## src/rtl/core/sorted_key_port_table_top_macros.svh

```systemverilog
// Assertion macros for the sorted key port table
`ifndef SORTED_KEY_PORT_TABLE_TOP_MACROS_SVH
`define SORTED_KEY_PORT_TABLE_TOP_MACROS_SVH

// same-cycle implication, checked on the rising clock edge outside reset
`define SKPT_ASSERT_IMP(label, ante, cons, msg) \
   label: assert property (@(posedge clock) disable iff (reset) (ante) |-> (cons)) \
      else $error(msg);

// next-cycle implication
`define SKPT_ASSERT_NEXT(label, ante, cons, msg) \
   label: assert property (@(posedge clock) disable iff (reset) (ante) |=> (cons)) \
      else $error(msg);

`endif

```

## src/rtl/core/skpt_pkg.sv

```systemverilog
// Shared constants and types of the sorted key port table
package skpt_pkg;

   localparam int CAPACITY = 32;
   localparam int CNT_W    = $clog2(CAPACITY + 1);
   localparam int IDX_W    = (CAPACITY > 1) ? $clog2(CAPACITY) : 1;
   localparam int KEY_W    = 64;
   localparam int PORT_W   = 16;

   localparam logic [1:0] REQ_LOOKUP = 2'd0;
   localparam logic [1:0] REQ_INSERT = 2'd1;
   localparam logic [1:0] REQ_DUMP   = 2'd2;

   typedef enum logic [1:0] {
      ST_IDLE,
      ST_EXEC,
      ST_DUMP
   } state_type;

   typedef struct packed {
      logic cmp_en;
      logic ins_en;
      logic rot_en;
   } cell_ctrl_type;

endpackage

```

## src/rtl/core/skpt_cell.sv

```systemverilog
// One table entry: compare against the request key, insert-shift and dump rotation
module skpt_cell (
   input  logic                            clock,
   input  skpt_pkg::cell_ctrl_type         ctrl,
   input  logic                            in_use,
   input  logic [skpt_pkg::KEY_W-1:0]      cmp_key,
   input  logic [skpt_pkg::KEY_W-1:0]      new_key,
   input  logic [skpt_pkg::PORT_W-1:0]     new_port,
   input  logic                            prev_lt,
   input  logic [skpt_pkg::KEY_W-1:0]      prev_key,
   input  logic [skpt_pkg::PORT_W-1:0]     prev_port,
   input  logic [skpt_pkg::KEY_W-1:0]      rot_key,
   input  logic [skpt_pkg::PORT_W-1:0]     rot_port,
   output logic [skpt_pkg::KEY_W-1:0]      key,
   output logic [skpt_pkg::PORT_W-1:0]     port,
   output logic                            lt,
   output logic                            hit
);
   import skpt_pkg::*;

   logic [KEY_W-1:0]  key_ff, key_in;
   logic [PORT_W-1:0] port_ff, port_in;
   logic              lt_ff, eq_ff;

   always_comb begin
      key_in  = key_ff;
      port_in = port_ff;
      if (ctrl.ins_en && !lt_ff) begin
         if (prev_lt) begin
            key_in  = new_key;
            port_in = new_port;
         end else begin
            key_in  = prev_key;
            port_in = prev_port;
         end
      end else if (ctrl.rot_en) begin
         key_in  = rot_key;
         port_in = rot_port;
      end
   end

   always_ff @(posedge clock) begin
      key_ff  <= key_in;
      port_ff <= port_in;
      if (ctrl.cmp_en) begin
         lt_ff <= in_use && (key_ff < cmp_key);
         eq_ff <= in_use && (key_ff == cmp_key);
      end
   end

   assign key  = key_ff;
   assign port = port_ff;
   assign lt   = lt_ff;
   assign hit  = eq_ff;

endmodule

```

## config.mk

```make
export PLATFORM = sky130hd
export DESIGN_NAME = skpt_cell
export DESIGN_NICKNAME = d
export VERILOG_FILES = /design/src/rtl/core/sorted_key_port_table_top_macros.svh /design/src/rtl/core/skpt_pkg.sv /design/src/rtl/core/skpt_cell.sv
export SDC_FILE = /design/constraint.sdc
export NUM_CORES = 1
export LEC_CHECK = 0
export ABC_AREA = 1
export ABC_CLOCK_PERIOD_IN_PS = 2800
export BUFFER_PORTS_ARGS = -buffer_cell sky130_fd_sc_hd__buf_4
export CAP_MARGIN = 25
export CORE_AREA = 5 5 148 150
export DETAILED_ROUTE_END_ITERATION = 16
export DIE_AREA = 0 0 153 155
export GPL_TIMING_DRIVEN = 0
export PLACE_DENSITY = 0.69
export SETUP_SLACK_MARGIN = 0.5
export SLEW_MARGIN = 20
export SYNTH_ARGS = -nofsm -noshare
export SYNTH_HDL_FRONTEND = slang
export SYNTH_SLANG_ARGS = --single-unit
```

## constraint.sdc

```tcl
create_clock -name clock -period 2.8 [get_ports clock]
set_clock_uncertainty 0.05 [all_clocks]
set_input_delay 0 -clock clock [delete_from_list [all_inputs] [get_ports clock]]
set_output_delay 0 -clock clock [all_outputs]
set_load 0.01 [all_outputs]
```

==> flow_summary.ini <==
[critical_path]
cp_top_family = buffers and inverters
crit_fanout = 45
slowest_stage = edfxtp_1
cp.arrival_ns = 1.98
slowest_delay_ns = 0.43
path_cells = nor2_4, buf_12, buf_2, or2_4, buf_16
start_kind = flip-flop
rrSetupSlack_ns = 0.78
rr_worst_depth = 5
crit_buf_inv = 3
crit_type = flip-flop to flip-flop
worst_setup_path_end_kind = flip-flop
r2r_end = key[25]$_DFFE_PP_
r2r-start = lt$_DFFE_PP_
crit_required_ns = 2.76

[grt]
grt_max_degree = 46
antenna_found_initial = 2
grt_pass1_vias = 8306
grt_use_total_pct = 23.4
grt_pass1_wl_um = 44100
grt_overflow = 0

[synthesis]
syn_avg_cell_area_um2 = 7.97
ys_seq_elements = 82
synthesis.area_um2 = 5810
ys_seq_area_share_pct = 42.4
synth_cell_types = 31
yosysWarnings = 0
synthesis.nets = 1103
synthCells = 729

[cts]
tritoncts = done
clkLatencyLatePin_ns = 0.34
root_buffer = clkbuf_16
clkTransAtPathRegs_ns = 0.07
cts.sinks = 82
htreeDepth = 3
cts_buffer_depth = 2
cts_buffers = 9

[route]
drcViolationCount = 0
dr_total_vias = 7821
drt_iter0_drc = 594
routedWlPerCell_um = 17.8
dr.pass1.iters = 5
routed_wl_um = 29200
antenna_left = 0
viasPerCell = 4.78

[layout]
final_common_cell = buf_4
layout_common_cells = 391 x buf_4, 220 x dlygate4sd3_1, 156 x o21ai_1
nFillCells = 1738
drive_gt1_share_pct = 32.6
syn_to_final_growth_pct = 100
multi_input_area_um2 = 2910
final_area_um2 = 11600
postLayoutCoreUtil_pct = 56.6
final_net_count = 1728
ff_latch_area_um2 = 2460

[outcome]
status = finished with violations
violations = hold timing

[sta]
fin_crit_sh_pct = 72.3
relSlewSlack_pct = 62.9
finalHoldViolCount = 1
max_freq_mhz = 494
setup_viol = 0
holdWs_ns = -0.000525
post-route-min-period_ns = 2.02
grt_setup_unrepaired = no
slew_violations = 0
worst_slew_pin_slew_ns = 0.557

[die]
start_util_pct = 28.3
die-area_um2 = 23700
die_width_um = 153
io_pins = 392
core_region_area_um2 = 20600
core.rowCount = 53
die_h_um = 155

[min_path]
holdPathStages = 3
hold_class = primary input to flip-flop
hold_start = new_key[5]
worstHoldEndpoint = key[5]$_DFFE_PP_

[power]
static-leakage-power_nw = 5.66
p_per_area_nw_per_um2 = 372
vdd_drop_max_mv = 0.321

[flow_run]
drv_cap = 0

[placement]
dpl_cell_area_um2 = 9110
dp_hpwl_um = 19600
gp_congestion = 0.943
io_buffers = 390
[registers in the layout, indices dropped and copies added, names as in the netlist]
name,count
hit,1
key,64
lt,1
port,16
[cell usage after synthesis]
cell	instances	area [µm²]
a21o_1	3	22.5
a21oi_1	24	120
and2_1	1	6.26
and2_4	1	8.76
and3_1	1	6.26
buf_1	3	11.3
buf_2	14	70.1
clkbuf_1	16	60.1
clkinv_1	1	3.75
edfxtp_1	82	2460
ha_1	64	801
inv_1	73	274
inv_2	7	26.3
inv_4	1	6.26
nand2_1	150	563
nand2_2	2	12.5
nand3_1	4	20.0
nand3b_1	1	7.51
nand4_1	2	12.5
nand4_4	1	21.3
nor2_1	101	379
nor2_2	4	25.0
nor2_4	1	11.3
nor3_1	2	10.0
nor3_2	1	10.0
nor3b_2	1	12.5
o21a_1	2	15.0
o21ai_0	8	40.0
o21ai_1	156	781
o21bai_1	1	7.51
or2_1	1	6.26
[worst max path at each step]
stage          slack, ns  depth (start not counted)                 to               from
2_1_floorplan       0.79                          3   key[0]$_DFFE_PP_       lt$_DFFE_PP_
3_3_place_gp      -0.009                          3  key[23]$_DFFE_PP_       lt$_DFFE_PP_
3_5_place_dp        0.12                          4  key[23]$_DFFE_PP_       lt$_DFFE_PP_
4_1_cts             0.50                          4  key[22]$_DFFE_PP_       lt$_DFFE_PP_
5_1_grt             0.69                          7       lt$_DFFE_PP_  key[55]$_DFFE_PP_
6_report            0.78                          5  key[25]$_DFFE_PP_       lt$_DFFE_PP_
[layout make-up]
cell class	count	area share [%]
timing repair buffer	613	44.6
multi-input combinational	533	25.1
sequential	82	21.2
tap	275	2.96
inverter	82	2.67
clock buffer	9	1.94
buffer	33	1.22
clock inverter	6	0.301
antenna	4	0.0861
[per-stage QoR]
| stage | total power, W | cells | hold WS (ns) | TNS, ns | worst slack (ns) |
|---|---|---|---|---|---|
| after floorplan | 0.00220 | 729 | 0.0625 | 0 | 0.795 |
| after global placement | 0.00292 | 1394 | 0.160 | -0.193 | -0.00916 |
| after detailed placement | 0.00295 | 1395 | 0.165 | 0 | 0.120 |
| after CTS | 0.00431 | 1629 | 0.000100 | 0 | 0.501 |
| after global routing | 0.00457 | 1635 | 0.00590 | 0 | 0.685 |
| final | 0.00433 | 1637 | -0.000525 | 0 | 0.777 |
[report_power, final]
group / total, W / internal [W] / switching (W)
registers: 0.00161 / 0.00153 / 0.0000805
logic: 0.00161 / 0.000874 / 0.000740
clock network: 0.00110 / 0.000591 / 0.000512
total: 0.00433 / 0.00299 / 0.00133
[worst min-delay path, cell delays in order]
cell	delay [ns]
buf_4	0.08
nor2_1	0.04
o21ai_1	0.15
[kinds of logic after synthesis]
group | after synthesis | synth area share (%)
simple gates | 274 | 19.1
compound gates | 194 | 17.0
buf+inv | 115 | 7.77
fa+ha+maj | 64 | 13.8
flops | 82 | 42.4
[repair_timing]
item | 4_1_cts | 5_1_grt
gates resized for setup | 1 | 0
setup endpoints to repair | 107 | 45
pin swaps | 1 | 1
cloned | 1 | 0
hold endpoints to repair | 82 | 2
setup buffers | 0 | 2
hold buffers | 218 | 2
[per-layer routing]
layer  GRT usage (%)  up-vias  share of wire [%]
met5               0        -                  0
li1                -     3696                  -
met3            6.37       96                8.1
met4            11.4        0                4.5
met2            41.8      471                 51
met1            25.8     3558                 37
No activity file was read; power rests on OpenSTA's default activity.
